--- src/hdl/rna_pkg.sv ---
// Package for the rational number ALU: field widths, operation and status codes,
// the queued transaction type and the back-end sequencer states.
// Depends on nothing; every other file of the block uses it.
package rna_pkg;

	// Default datapath width and fixed port field widths.
	localparam int WordBits   = 32;
	localparam int FieldBits  = 32;
	localparam int DenBits    = 31;
	localparam int QueueDepth = 2;

	// Operation codes; code 7 is treated as a reduce.
	typedef enum logic [2:0] {
		K_ADD   = 3'd0,
		K_SUB   = 3'd1,
		K_MUL   = 3'd2,
		K_DIV   = 3'd3,
		K_NEG   = 3'd4,
		K_RECIP = 3'd5,
		K_RED   = 3'd6
	} kind_t;

	// Result status codes.
	typedef enum logic [1:0] {
		ST_OK   = 2'd0,
		ST_DIV0 = 2'd1,
		ST_OVF  = 2'd2
	} status_t;

	// One classified transaction as it waits between front and back.
	typedef struct packed {
		logic [2:0]                  kind;
		logic                        binary;
		logic                        div0;
		logic signed [FieldBits-1:0] a_num;
		logic signed [FieldBits-1:0] a_den;
		logic signed [FieldBits-1:0] b_num;
		logic signed [FieldBits-1:0] b_den;
	} item_t;

	// Handshake toward the queue.
	typedef struct packed {
		logic  valid;
		item_t data;
	} push_t;

	// Which pair the shared reduction is working on.
	typedef enum logic [1:0] {
		PASS_A = 2'd0,
		PASS_B = 2'd1,
		PASS_R = 2'd2
	} pass_t;

	// Back-end sequencer states.
	typedef enum logic [3:0] {
		BK_IDLE  = 4'd0,
		BK_GINIT = 4'd1,
		BK_GCD   = 4'd2,
		BK_DIVN  = 4'd3,
		BK_DIVD  = 4'd4,
		BK_FIX   = 4'd5,
		BK_CHECK = 4'd6,
		BK_MUL   = 4'd7,
		BK_FORM  = 4'd8,
		BK_DONE  = 4'd9
	} back_state_t;

endpackage

--- src/hdl/rna_if.sv ---
// Channel interfaces of the rational number ALU: operand and result transactions.
// Depends on rna_pkg for the field widths.
interface rna_opnd_if;
	logic                                 valid;
	logic                                 ready;
	logic [2:0]                           kind;
	logic signed [rna_pkg::FieldBits-1:0] a_num;
	logic signed [rna_pkg::FieldBits-1:0] a_den;
	logic signed [rna_pkg::FieldBits-1:0] b_num;
	logic signed [rna_pkg::FieldBits-1:0] b_den;

	modport source (output valid, kind, a_num, a_den, b_num, b_den, input ready);
	modport sink   (input valid, kind, a_num, a_den, b_num, b_den, output ready);
endinterface

interface rna_result_if;
	logic                                 valid;
	logic                                 ready;
	logic signed [rna_pkg::FieldBits-1:0] res_num;
	logic [rna_pkg::DenBits-1:0]          res_den;
	logic [1:0]                           status;

	modport source (output valid, res_num, res_den, status, input ready);
	modport sink   (input valid, res_num, res_den, status, output ready);
endinterface

--- src/hdl/rational_number_alu.sv ---
// Top level of the rational number ALU: front end, queue and back end.
// Depends on rna_pkg, rna_if, rna_front, rna_queue and rna_back.
//
//  Channel | Direction | Fields                                 | Handshake
//  opnd    | in        | kind, a_num, a_den, b_num, b_den       | valid/ready
//  result  | out       | res_num, res_den, status               | valid/ready
//
// Each reduction of a pair runs the GCD setup, the binary GCD of at most about
// 4*WORD_BITS steps, two WORD_BITS-step restoring divisions and the sign fix.
// Binary operations reduce three pairs and unary ones two. A transaction also
// passes through pop, zero-divisor check, three multiplies, forming and result
// hand-off. An overflowing operand or a zero divisor ends the transaction early.
// Zero-denominator transactions go straight from pop to result hand-off. Reset is
// asynchronous and needs no clearing pass. The two-entry queue keeps taking
// operands until it is full while the back end works or while a finished result
// waits for its sink.
module rational_number_alu #(
	parameter int WORD_BITS = rna_pkg::WordBits
) (
	input  logic         clk,
	input  logic         arst_n,
	rna_opnd_if.sink     opnd,
	rna_result_if.source result
);

	rna_pkg::push_t push;
	logic           push_ready;
	logic           pop_valid;
	rna_pkg::item_t pop_data;
	logic           pop_ready;

	// Classify incoming transactions.
	rna_front #(
		.WORD_BITS (WORD_BITS)
	) u_front (
		.opnd       (opnd),
		.push       (push),
		.push_ready (push_ready)
	);

	// Decouple front and back.
	rna_queue u_queue (
		.clk        (clk),
		.arst_n     (arst_n),
		.push       (push),
		.push_ready (push_ready),
		.pop_valid  (pop_valid),
		.pop_data   (pop_data),
		.pop_ready  (pop_ready)
	);

	// Carry out the arithmetic and reduction.
	rna_back #(
		.WORD_BITS (WORD_BITS)
	) u_back (
		.clk       (clk),
		.arst_n    (arst_n),
		.pop_valid (pop_valid),
		.pop_data  (pop_data),
		.pop_ready (pop_ready),
		.result    (result)
	);

endmodule

--- src/hdl/rna_front.sv ---
// Front end of the rational number ALU: accepts operand transactions, flags
// zero denominators and unary/binary kinds, and pushes them to the queue.
// Depends on rna_pkg and rna_if.
module rna_front #(
	parameter int WORD_BITS = rna_pkg::WordBits
) (
	rna_opnd_if.sink       opnd,
	output rna_pkg::push_t push,
	input  logic           push_ready
);

	logic binary;
	logic ad_zero;
	logic bd_zero;

	// Classify the kind and look for zero denominators in the used bits.
	always_comb begin
		binary  = (opnd.kind == rna_pkg::K_ADD) || (opnd.kind == rna_pkg::K_SUB) ||
		          (opnd.kind == rna_pkg::K_MUL) || (opnd.kind == rna_pkg::K_DIV);
		ad_zero = (opnd.a_den[WORD_BITS-1:0] == '0);
		bd_zero = (opnd.b_den[WORD_BITS-1:0] == '0);
	end

	// Build the queued transaction.
	always_comb begin
		push.valid       = opnd.valid;
		push.data.kind   = opnd.kind;
		push.data.binary = binary;
		push.data.div0   = ad_zero || (binary && bd_zero);
		push.data.a_num  = opnd.a_num;
		push.data.a_den  = opnd.a_den;
		push.data.b_num  = opnd.b_num;
		push.data.b_den  = opnd.b_den;
		opnd.ready       = push_ready;
	end

endmodule

--- src/hdl/rna_queue.sv ---
// Short queue between front and back end of the rational number ALU.
// Depends on rna_pkg for the transaction type and depth.
module rna_queue (
	input  logic           clk,
	input  logic           arst_n,
	input  rna_pkg::push_t push,
	output logic           push_ready,
	output logic           pop_valid,
	output rna_pkg::item_t pop_data,
	input  logic           pop_ready
);

	localparam int PtrBits = (rna_pkg::QueueDepth > 1) ? $clog2(rna_pkg::QueueDepth) : 1;
	localparam int CntBits = $clog2(rna_pkg::QueueDepth + 1);

	rna_pkg::item_t         slot_q [rna_pkg::QueueDepth];
	logic [PtrBits-1:0]     wr_ptr_q;
	logic [PtrBits-1:0]     rd_ptr_q;
	logic [CntBits-1:0]     count_q;
	logic                   do_push;
	logic                   do_pop;

	// Flow control.
	always_comb begin
		push_ready = (count_q != CntBits'(rna_pkg::QueueDepth));
		pop_valid  = (count_q != '0);
		pop_data   = slot_q[rd_ptr_q];
		do_push    = push.valid && push_ready;
		do_pop     = pop_valid && pop_ready;
	end

	// Pointers and fill count.
	always_ff @(posedge clk or negedge arst_n) begin
		if (!arst_n) begin
			wr_ptr_q <= '0;
			rd_ptr_q <= '0;
			count_q  <= '0;
		end else begin
			if (do_push) begin
				wr_ptr_q <= (wr_ptr_q == PtrBits'(rna_pkg::QueueDepth - 1)) ? '0 : wr_ptr_q + 1'b1;
			end
			if (do_pop) begin
				rd_ptr_q <= (rd_ptr_q == PtrBits'(rna_pkg::QueueDepth - 1)) ? '0 : rd_ptr_q + 1'b1;
			end
			if (do_push && !do_pop) begin
				count_q <= count_q + 1'b1;
			end else if (do_pop && !do_push) begin
				count_q <= count_q - 1'b1;
			end
		end
	end

	// Storage.
	always_ff @(posedge clk) begin
		if (do_push) begin
			slot_q[wr_ptr_q] <= push.data;
		end
	end

endmodule

--- src/hdl/rna_back.sv ---
// Back end of the rational number ALU: sequencer with a binary GCD unit, a
// restoring divider and one shared multiplier. Depends on rna_pkg and rna_if.
module rna_back #(
	parameter int WORD_BITS = rna_pkg::WordBits
) (
	input  logic           clk,
	input  logic           arst_n,
	input  logic           pop_valid,
	input  rna_pkg::item_t pop_data,
	output logic           pop_ready,
	rna_result_if.source   result
);

	localparam int W   = WORD_BITS;
	localparam int KB  = $clog2(W);
	localparam int SW  = 2 * W + 1;

	rna_pkg::back_state_t state_q, state_d;
	rna_pkg::pass_t       pass_q;
	rna_pkg::item_t       item_q;

	logic signed [W-1:0]  an_q, ad_q, bn_q, bd_q;
	logic signed [W-1:0]  rn_q, rd_q;
	logic [W-1:0]         gu_q, gv_q, g_q;
	logic [KB-1:0]        gk_q;
	logic [W:0]           rem_q;
	logic [W-1:0]         quo_q;
	logic [KB-1:0]        cnt_q;
	logic [W-1:0]         qn_q, qd_q;
	logic [1:0]           mcnt_q;
	logic signed [2*W-1:0] p0_q, p1_q, p2_q;
	logic signed [rna_pkg::FieldBits-1:0] res_num_q;
	logic [rna_pkg::DenBits-1:0]          res_den_q;
	rna_pkg::status_t     status_q;

	logic [W-1:0]         mag_n, mag_d;
	logic                 gcd_done;
	logic [W-1:0]         g_raw, g_val;
	logic [W:0]           rem_sh;
	logic                 rem_ge;
	logic [W:0]           rem_next;
	logic [W-1:0]         quo_next;
	logic                 div_last;
	logic                 fix_neg, fix_ok;
	logic signed [W-1:0]  fix_n;
	logic signed [W-1:0]  mul_a, mul_b;
	logic signed [2*W-1:0] mul_p;
	logic signed [SW-1:0] sn, sd;
	logic                 sn_ok, sd_ok;
	logic                 zero_div;
	logic                 is_div, is_mul, is_sub, is_add, is_neg, is_recip;

	// Decode of the held kind.
	always_comb begin
		is_add   = (item_q.kind == rna_pkg::K_ADD);
		is_sub   = (item_q.kind == rna_pkg::K_SUB);
		is_mul   = (item_q.kind == rna_pkg::K_MUL);
		is_div   = (item_q.kind == rna_pkg::K_DIV);
		is_neg   = (item_q.kind == rna_pkg::K_NEG);
		is_recip = (item_q.kind == rna_pkg::K_RECIP);
		zero_div = (is_div && bn_q == '0) || (is_recip && an_q == '0);
	end

	// Magnitudes of the pair under reduction and the binary GCD result.
	always_comb begin
		mag_n    = rn_q[W-1] ? (~rn_q + 1'b1) : rn_q;
		mag_d    = rd_q[W-1] ? (~rd_q + 1'b1) : rd_q;
		gcd_done = (gu_q == '0) || (gv_q == '0);
		g_raw    = ((gu_q == '0) ? gv_q : gu_q) << gk_q;
		g_val    = (g_raw == '0) ? W'(1) : g_raw;
	end

	// One restoring division step.
	always_comb begin
		rem_sh   = {rem_q[W-1:0], quo_q[W-1]};
		rem_ge   = (rem_sh >= {1'b0, g_q});
		rem_next = rem_ge ? (rem_sh - {1'b0, g_q}) : rem_sh;
		quo_next = {quo_q[W-2:0], rem_ge};
		div_last = (cnt_q == KB'(W - 1));
	end

	// Sign fix and range check of the reduced pair.
	always_comb begin
		fix_neg = rn_q[W-1] ^ rd_q[W-1];
		fix_ok  = !qd_q[W-1] && (fix_neg || !qn_q[W-1]);
		fix_n   = fix_neg ? (~qn_q + 1'b1) : qn_q;
	end

	// Shared multiplier operand selection.
	always_comb begin
		case (mcnt_q)
			2'd0: begin
				mul_a = an_q;
				mul_b = is_mul ? bn_q : bd_q;
			end
			2'd1: begin
				mul_a = bn_q;
				mul_b = ad_q;
			end
			default: begin
				mul_a = ad_q;
				mul_b = is_div ? bn_q : bd_q;
			end
		endcase
		mul_p = mul_a * mul_b;
	end

	// Raw result pair and its range check.
	always_comb begin
		if (is_add) begin
			sn = SW'(p0_q) + SW'(p1_q);
			sd = SW'(p2_q);
		end else if (is_sub) begin
			sn = SW'(p0_q) - SW'(p1_q);
			sd = SW'(p2_q);
		end else if (is_mul || is_div) begin
			sn = SW'(p0_q);
			sd = SW'(p2_q);
		end else if (is_neg) begin
			sn = -SW'(an_q);
			sd = SW'(ad_q);
		end else if (is_recip) begin
			sn = SW'(ad_q);
			sd = SW'(an_q);
		end else begin
			sn = SW'(an_q);
			sd = SW'(ad_q);
		end
		sn_ok = (&sn[SW-1:W-1]) || !(|sn[SW-1:W-1]);
		sd_ok = (&sd[SW-1:W-1]) || !(|sd[SW-1:W-1]);
	end

	// Next state.
	always_comb begin
		state_d = state_q;
		case (state_q)
			rna_pkg::BK_IDLE: begin
				if (pop_valid) begin
					state_d = pop_data.div0 ? rna_pkg::BK_DONE : rna_pkg::BK_GINIT;
				end
			end
			rna_pkg::BK_GINIT: state_d = rna_pkg::BK_GCD;
			rna_pkg::BK_GCD: begin
				if (gcd_done) begin
					state_d = rna_pkg::BK_DIVN;
				end
			end
			rna_pkg::BK_DIVN: begin
				if (div_last) begin
					state_d = rna_pkg::BK_DIVD;
				end
			end
			rna_pkg::BK_DIVD: begin
				if (div_last) begin
					state_d = rna_pkg::BK_FIX;
				end
			end
			rna_pkg::BK_FIX: begin
				if (!fix_ok || pass_q == rna_pkg::PASS_R) begin
					state_d = rna_pkg::BK_DONE;
				end else if (pass_q == rna_pkg::PASS_A && item_q.binary) begin
					state_d = rna_pkg::BK_GINIT;
				end else begin
					state_d = rna_pkg::BK_CHECK;
				end
			end
			rna_pkg::BK_CHECK: state_d = zero_div ? rna_pkg::BK_DONE : rna_pkg::BK_MUL;
			rna_pkg::BK_MUL: begin
				if (mcnt_q == 2'd2) begin
					state_d = rna_pkg::BK_FORM;
				end
			end
			rna_pkg::BK_FORM: state_d = (sn_ok && sd_ok) ? rna_pkg::BK_GINIT : rna_pkg::BK_DONE;
			rna_pkg::BK_DONE: begin
				if (result.ready) begin
					state_d = rna_pkg::BK_IDLE;
				end
			end
			default: state_d = rna_pkg::BK_IDLE;
		endcase
	end

	// Handshake outputs.
	always_comb begin
		pop_ready      = (state_q == rna_pkg::BK_IDLE);
		result.valid   = (state_q == rna_pkg::BK_DONE);
		result.res_num = res_num_q;
		result.res_den = res_den_q;
		result.status  = status_q;
	end

	// Control registers.
	always_ff @(posedge clk or negedge arst_n) begin
		if (!arst_n) begin
			state_q <= rna_pkg::BK_IDLE;
		end else begin
			state_q <= state_d;
		end
	end

	// Datapath registers, loaded per state.
	always_ff @(posedge clk) begin
		case (state_q)
			rna_pkg::BK_IDLE: begin
				item_q    <= pop_data;
				pass_q    <= rna_pkg::PASS_A;
				rn_q      <= pop_data.a_num[W-1:0];
				rd_q      <= pop_data.a_den[W-1:0];
				res_num_q <= '0;
				res_den_q <= '0;
				status_q  <= rna_pkg::ST_DIV0;
			end
			rna_pkg::BK_GINIT: begin
				gu_q <= mag_n;
				gv_q <= mag_d;
				gk_q <= '0;
			end
			rna_pkg::BK_GCD: begin
				if (gcd_done) begin
					g_q   <= g_val;
					rem_q <= '0;
					quo_q <= mag_n;
					cnt_q <= '0;
				end else if (!gu_q[0] && !gv_q[0]) begin
					gu_q <= gu_q >> 1;
					gv_q <= gv_q >> 1;
					gk_q <= gk_q + 1'b1;
				end else if (!gu_q[0]) begin
					gu_q <= gu_q >> 1;
				end else if (!gv_q[0]) begin
					gv_q <= gv_q >> 1;
				end else if (gu_q >= gv_q) begin
					gu_q <= gu_q - gv_q;
				end else begin
					gv_q <= gv_q - gu_q;
				end
			end
			rna_pkg::BK_DIVN: begin
				if (div_last) begin
					qn_q  <= quo_next;
					rem_q <= '0;
					quo_q <= mag_d;
					cnt_q <= '0;
				end else begin
					rem_q <= rem_next;
					quo_q <= quo_next;
					cnt_q <= cnt_q + 1'b1;
				end
			end
			rna_pkg::BK_DIVD: begin
				rem_q <= rem_next;
				quo_q <= quo_next;
				cnt_q <= cnt_q + 1'b1;
				if (div_last) begin
					qd_q <= quo_next;
				end
			end
			rna_pkg::BK_FIX: begin
				if (!fix_ok) begin
					status_q <= rna_pkg::ST_OVF;
				end else begin
					case (pass_q)
						rna_pkg::PASS_A: begin
							an_q   <= fix_n;
							ad_q   <= qd_q;
							pass_q <= rna_pkg::PASS_B;
							rn_q   <= item_q.b_num[W-1:0];
							rd_q   <= item_q.b_den[W-1:0];
						end
						rna_pkg::PASS_B: begin
							bn_q <= fix_n;
							bd_q <= qd_q;
						end
						default: begin
							res_num_q <= rna_pkg::FieldBits'(fix_n);
							res_den_q <= rna_pkg::DenBits'(qd_q[W-2:0]);
							status_q  <= rna_pkg::ST_OK;
						end
					endcase
				end
			end
			rna_pkg::BK_CHECK: begin
				mcnt_q   <= '0;
				status_q <= rna_pkg::ST_DIV0;
			end
			rna_pkg::BK_MUL: begin
				case (mcnt_q)
					2'd0:    p0_q <= mul_p;
					2'd1:    p1_q <= mul_p;
					default: p2_q <= mul_p;
				endcase
				mcnt_q <= mcnt_q + 1'b1;
			end
			rna_pkg::BK_FORM: begin
				rn_q     <= sn[W-1:0];
				rd_q     <= sd[W-1:0];
				pass_q   <= rna_pkg::PASS_R;
				status_q <= rna_pkg::ST_OVF;
			end
			default: begin
			end
		endcase
	end

endmodule
--- src/flat_wrapper.sv ---
// flat-port wrapper written by rule: the top's interface ports become plain ports
module rational_number_alu_flat 
#(
	parameter int WORD_BITS = rna_pkg::WordBits
)
  (clk, arst_n, opnd_valid, opnd_kind, opnd_a_num, opnd_a_den, opnd_b_num, opnd_b_den, opnd_ready, result_valid, result_res_num, result_res_den, result_status, result_ready);
  rna_opnd_if opnd_i ();
  rna_result_if result_i ();
  input  logic clk;
  input  logic arst_n;
  input wire logic [$bits(opnd_i.valid)-1:0] opnd_valid;
  input wire logic [$bits(opnd_i.kind)-1:0] opnd_kind;
  input wire logic [$bits(opnd_i.a_num)-1:0] opnd_a_num;
  input wire logic [$bits(opnd_i.a_den)-1:0] opnd_a_den;
  input wire logic [$bits(opnd_i.b_num)-1:0] opnd_b_num;
  input wire logic [$bits(opnd_i.b_den)-1:0] opnd_b_den;
  output wire logic [$bits(opnd_i.ready)-1:0] opnd_ready;
  output wire logic [$bits(result_i.valid)-1:0] result_valid;
  output wire logic [$bits(result_i.res_num)-1:0] result_res_num;
  output wire logic [$bits(result_i.res_den)-1:0] result_res_den;
  output wire logic [$bits(result_i.status)-1:0] result_status;
  input wire logic [$bits(result_i.ready)-1:0] result_ready;
  assign opnd_i.valid = opnd_valid;
  assign opnd_i.kind = opnd_kind;
  assign opnd_i.a_num = opnd_a_num;
  assign opnd_i.a_den = opnd_a_den;
  assign opnd_i.b_num = opnd_b_num;
  assign opnd_i.b_den = opnd_b_den;
  assign opnd_ready = opnd_i.ready;
  assign result_valid = result_i.valid;
  assign result_res_num = result_i.res_num;
  assign result_res_den = result_i.res_den;
  assign result_status = result_i.status;
  assign result_i.ready = result_ready;
  rational_number_alu #(.WORD_BITS(WORD_BITS)) u_core (.clk(clk), .arst_n(arst_n), .opnd(opnd_i), .result(result_i));
endmodule
--- config.mk ---
export PLATFORM = sky130hd
export DESIGN_NAME = rational_number_alu_flat
export DESIGN_NICKNAME = d
export VERILOG_FILES = /design/src/hdl/rna_pkg.sv /design/src/hdl/rna_if.sv /design/src/hdl/rational_number_alu.sv /design/src/hdl/rna_front.sv /design/src/hdl/rna_queue.sv /design/src/hdl/rna_back.sv /design/src/flat_wrapper.sv
export SDC_FILE = /design/constraint.sdc
export NUM_CORES = 2
export LEC_CHECK = 0
export ABC_AREA = 1
export BUFFER_PORTS_ARGS = -buffer_cell sky130_fd_sc_hd__buf_2
export CORE_AREA = 2 2 425 343
export DETAILED_ROUTE_END_ITERATION = 10
export DIE_AREA = 0 0 427 345
export PLACE_DENSITY = 0.89
export SLEW_MARGIN = 15
export SYNTH_ARGS = -nofsm -noshare
export SYNTH_HDL_FRONTEND = slang
export SYNTH_SLANG_ARGS = --single-unit
export TNS_END_PERCENT = 10
--- constraint.sdc ---
create_clock -name clk -period 15.3 [get_ports clk]
set_input_delay 0 -clock clk [delete_from_list [all_inputs] [get_ports clk]]
set_output_delay 0 -clock clk [all_outputs]
set_load 0.02 [all_outputs]
==> results of run 1 <==
stage by stage:
step           utilization (%)  hold WS (ns)  cells  cell area [µm²]  worst slack, ns
2_1_floorplan                -        -0.296  11913            99600             6.46
3_3_place_gp              71.5        -0.111  13725           103000             4.05
3_5_place_dp              71.5        -0.112  13725           103000             3.95
4_1_cts                   75.5      0.000253  14149           108000             3.88
layer usage:
layer / track usage (%) / GRT overflow
met5: 42.3 / 3
met4: 62.6 / 64
met3: 63.5 / 10
met2: 84.8 / 59
met1: 78.5 / 4
synthesized netlist by cell type, drive strengths merged, types with 8 or more instances:
library cell     n  area share, %
a211oi           9          0.068
o22ai           47           0.30
nor2          1214            4.6
o21bai          30           0.23
edfxtp        1021             31
nand4           81           0.51
clkbuf         323            1.2
nand3          542            2.7
o21a            28           0.21
o2111ai         11          0.097
nor4            68           0.43
and2             8          0.053
o221ai          18           0.16
nor3            94           0.54
inv           2228            8.4
a31oi           56           0.44
dfrtp            8           0.20
nand2         2652             10
buf            131           0.68
a21oi          662            3.4
a21boi           8          0.068
clkinv          28           0.11
or2            122           0.77
xnor2           87           0.77
xor2           167            1.5
fa            1087             22
o21ai          503            2.5
o211ai         151            1.1
mux2i           20           0.20
ha             422            5.3
a22oi           30           0.23
logic make-up after synthesis:
logic type / after synthesis / share of synthesized area (%)
AND/OR/NAND/NOR: 4796 / 19.8
buffers and inverters: 2710 / 10.4
AO/OA/AOI/OAI: 1595 / 9.22
adder cells (fa/ha/maj): 1509 / 27.2
flip-flops: 1029 / 31.0
XOR/XNOR: 254 / 2.23
multiplexers: 20 / 0.201
==> results.json, run 1 <==
{
  "track_usage_pct": 73.8,
  "dp_hpwl_mm": 342,
  "ys_types": 76,
  "num_rows": 125,
  "die_w_um": 427,
  "yosys_warnings": 0,
  "io_pins": 202,
  "grt_pass1_wl_mm": 762,
  "start_util_pct": 69.4,
  "die_y_um": 345,
  "haltStage": "5_1_grt",
  "clock_sinks": 1029,
  "netlist_instances": 11913,
  "numCtsBuffers": 101,
  "overflow": 140,
  "grt_max_degree": 75,
  "outcome": "aborted with a tool error",
  "io_buffers": 201,
  "root_buffer": "clkbuf_16",
  "cts_resized": 0,
  "synth_area_mm2": 0.0996,
  "firstError": "[ERROR GRT-0116] Global routing finished with congestion. Check the congestion regions in the DRC Viewer.",
  "post_cts.repair.setup_buffers": 0,
  "yosysSeqAreaShare_pct": 31.0,
  "syn_nets": 13557,
  "routabilityCongestion": 1.24,
  "synthArstFlopShare_pct": 0.777,
  "syn_avg_cell_area_um2": 8.36,
  "synth_flop_cell": "edfxtp_1",
  "cts_max_level": 3,
  "first_global_vias": 105794,
  "synth_edf_count": 1021,
  "synth-seq-cells": 1029,
  "hold_buffers": 236,
  "clockBufferDepth": 3
}
==> run 2, diff against run 1 <==
--- a/config.mk
+++ b/config.mk
@@ -7,10 +7,10 @@
 export LEC_CHECK = 0
 export ABC_AREA = 1
 export BUFFER_PORTS_ARGS = -buffer_cell sky130_fd_sc_hd__buf_2
-export CORE_AREA = 2 2 425 343
+export CORE_AREA = 2 2 502 504
 export DETAILED_ROUTE_END_ITERATION = 10
-export DIE_AREA = 0 0 427 345
-export PLACE_DENSITY = 0.89
+export DIE_AREA = 0 0 504 506
+export PLACE_DENSITY_LB_ADDON = 0.15
 export SLEW_MARGIN = 15
 export SYNTH_ARGS = -nofsm -noshare
 export SYNTH_HDL_FRONTEND = slang
==> run 2 against run 1 <==
Net effect: synthesized cell count unchanged; area after synthesis did not move; the flow now finishes without violations.
==> results.json, run 2 <==
{
  "place_area_mm2": 0.105,
  "min_path_cells": 5,
  "final-max-slew-violation-count": 0,
  "finalSetupViolCount": 0,
  "critPathBufInv": 7,
  "post-route-drc-count": 0,
  "cts_tree": "yes",
  "synth_flop_cell": "edfxtp_1",
  "yosys-top-cells-area": "edfxtp_1 (31%), fa_1 (22%), nand2_1 (10%)",
  "wirelength_mm": 480,
  "wl_per_cell_um": 30.6,
  "synth_edf_count": 1021,
  "synth_top_area_share_pct": 30.8,
  "yosysTopAreaCell": "edfxtp_1",
  "final_common_cell": "nand2_1",
  "design_area_mm2": 0.112,
  "synthArstFlopShare_pct": 0.777,
  "worst_r2r_path_depth": 33,
  "start_util_pct": 39.8,
  "fmax_mhz": 81.6,
  "synthToLayoutAreaGrowth_pct": 12.1,
  "antenna_found_initial": 73,
  "ant_nets": 0,
  "r2r-end": "u_core.u_back.p2_q[60]",
  "cp.arrival_ns": 12.78,
  "crit_path_start_kind": "flip-flop",
  "outcome": "finished, final reports clean",
  "first_global_vias": 85971,
  "drive_above_1_share_pct": 7.09,
  "yosysSeqAreaShare_pct": 31.0,
  "drtIter0Drc": 11651,
  "hold_path.class": "primary input to flip-flop",
  "num_rows": 184,
  "finClkSkew_ns": 0.139,
  "dp_hpwl_mm": 391,
  "die_y_um": 506,
  "clk_pin_slew_ns": 0.06,
  "synth_area_mm2": 0.0996,
  "overflow": 0,
  "layout_common_cells": "nand2_1 (2642), inv_1 (2195), nor2_1 (1183), fa_1 (1087), edfxtp_1 (1021)",
  "num-fill-cells": 24905,
  "clk_latency_ns": 0.88,
  "vias": 88068,
  "reg2reg_slack_ns": 3.04,
  "drv_cap": 0,
  "synth-seq-cells": 1029,
  "root_buffer": "clkbuf_16",
  "critical_path_class": "flip-flop to flip-flop",
  "grt_max_degree": 88,
  "top_register": "u_core.u_queue.slot_q",
  "path_delay_family": "adder cells",
  "yosys_warnings": 0,
  "top_regs": "u_core.u_queue.slot_q: 266 flops, u_core.u_back.item_q: 68 flops",
  "grt_pass1_wl_mm": 663,
  "worst-path-max-fanout": 35,
  "pre_cts_ws_ns": 3.58,
  "cts_max_level": 3,
  "largest_reg_flops": 266,
  "syn_avg_cell_area_um2": 8.36,
  "cpPeakStageDelay_ns": 1.20,
  "yosysMostFrequentCell": "nand2_1",
  "clockBufferDepth": 3,
  "routabilityCongestion": 1.08,
  "synth_commonest_cells": "nand2_1 (2644), inv_1 (2199), nor2_1 (1201)",
  "setup_slack_ns": 3.04,
  "fin_crit_sh_pct": 80.1,
  "core_area_mm2": 0.250,
  "numCtsBuffers": 120,
  "post-route-min-period_ns": 12.26,
  "end_kind": "flip-flop",
  "slew_headroom_pct": 8.29,
  "hold_start": "result_ready",
  "post_cts.repair.setup_buffers": 0,
  "track_usage_pct": 37.0,
  "die_area_mm2": 0.255,
  "netlist_instances": 11913,
  "clock_sinks": 1029,
  "finalSetupTns_ns": 0,
  "ys_types": 76,
  "syn_nets": 13557,
  "io_buffers": 201,
  "io_pins": 202,
  "nets": 13869,
  "drtPass1Iterations": 6,
  "cp_common_cell": "fa_1",
  "rsz0062_at_grt": "no",
  "final_hold_viol_count": 0,
  "timing.rr.start": "u_core.u_back.item_q[131]",
  "tightest_slew_ns": 1.37,
  "hold_end": "u_core.u_back.state_q[3]",
  "slowest_stage": "clkinv_1",
  "via_per_inst": 5.61,
  "die_w_um": 504,
  "cp.required_ns": 15.82
}
[run 2: kinds of logic after synthesis]
kind of cell	after synthesis	synth area share, %
AOI/OAI and AO/OA	1595	9.22
and+or+nand+nor	4796	19.8
xor gates and xnor gates	254	2.23
muxes	20	0.201
adders and majority gates	1509	27.2
buffers and inverters	2710	10.4
DFF	1029	31.0
[run 2: worst min-delay path: stages]
cell           delay (ns)
dlygate4sd3_1        0.57
buf_2                0.15
nor4_1               0.05
inv_1                0.08
nand2_1              0.06
[run 2: cell type report]
type	instances	area, µm²	share of cell area (%)
repair buffers	644	5000	4.47
inverters	2256	8470	7.59
multi-input cells	8174	59000	52.8
flip-flops and latches	1029	30900	27.6
clock buffers	136	3060	2.74
well taps	3348	4190	3.75
clock inverters	90	1070	0.957
diodes	28	70.1	0.0627
[run 2: how the worst max path moves through the flow]
| stage | startpoint | to | slack, ns | depth (start not counted) |
|---|---|---|---|---|
| 6_report | u_core.u_back.item_q[131] | u_core.u_back.p2_q[60] | 3.04 | 33 |
| 5_1_grt | u_core.u_back.item_q[131] | u_core.u_back.p2_q[60] | 2.82 | 33 |
| 4_1_cts | u_core.u_back.item_q[131] | u_core.u_back.p2_q[60] | 3.50 | 33 |
| 3_5_place_dp | u_core.u_back.item_q[131] | u_core.u_back.p1_q[60] | 3.58 | 33 |
| 3_3_place_gp | u_core.u_back.mcnt_q[0] | u_core.u_back.p1_q[60] | 3.38 | 29 |
| 2_1_floorplan | u_core.u_back.mcnt_q[1] | u_core.u_back.p0_q[58] | 6.46 | 32 |
[run 2: through the flow]
stage / utilization [%] / std cells / hold slack (ns)
floorplan: - / 11913 / -0.296
global placement: 41.9 / 15183 / -0.134
detailed placement: 41.9 / 15183 / -0.133
CTS: 44.6 / 15675 / 0.0124
global route: 44.6 / 15678 / 0.110
finish: 44.7 / 15705 / 0.129
[run 2: what timing repair did]
| action | 4_1_cts | 5_1_grt |
|---|---|---|
| hold endpoints to repair | 333 | 0 |
| gates resized for setup | 0 | 0 |
| hold buffers | 266 | 0 |
[run 2: layer usage]
layer  GRT usage, %  routed length, µm  vias to the layer above
li1               -                  -                    38353
met1           51.2             201000                    44488
met2           55.6             207000                     4493
met3           9.60              50200                      702
met4           14.1              21000                       32
met5              0                397                        -
Power of run 2 is not shown: default switching activity piles up to over one toggle a cycle in this logic, so the estimate is an artifact.
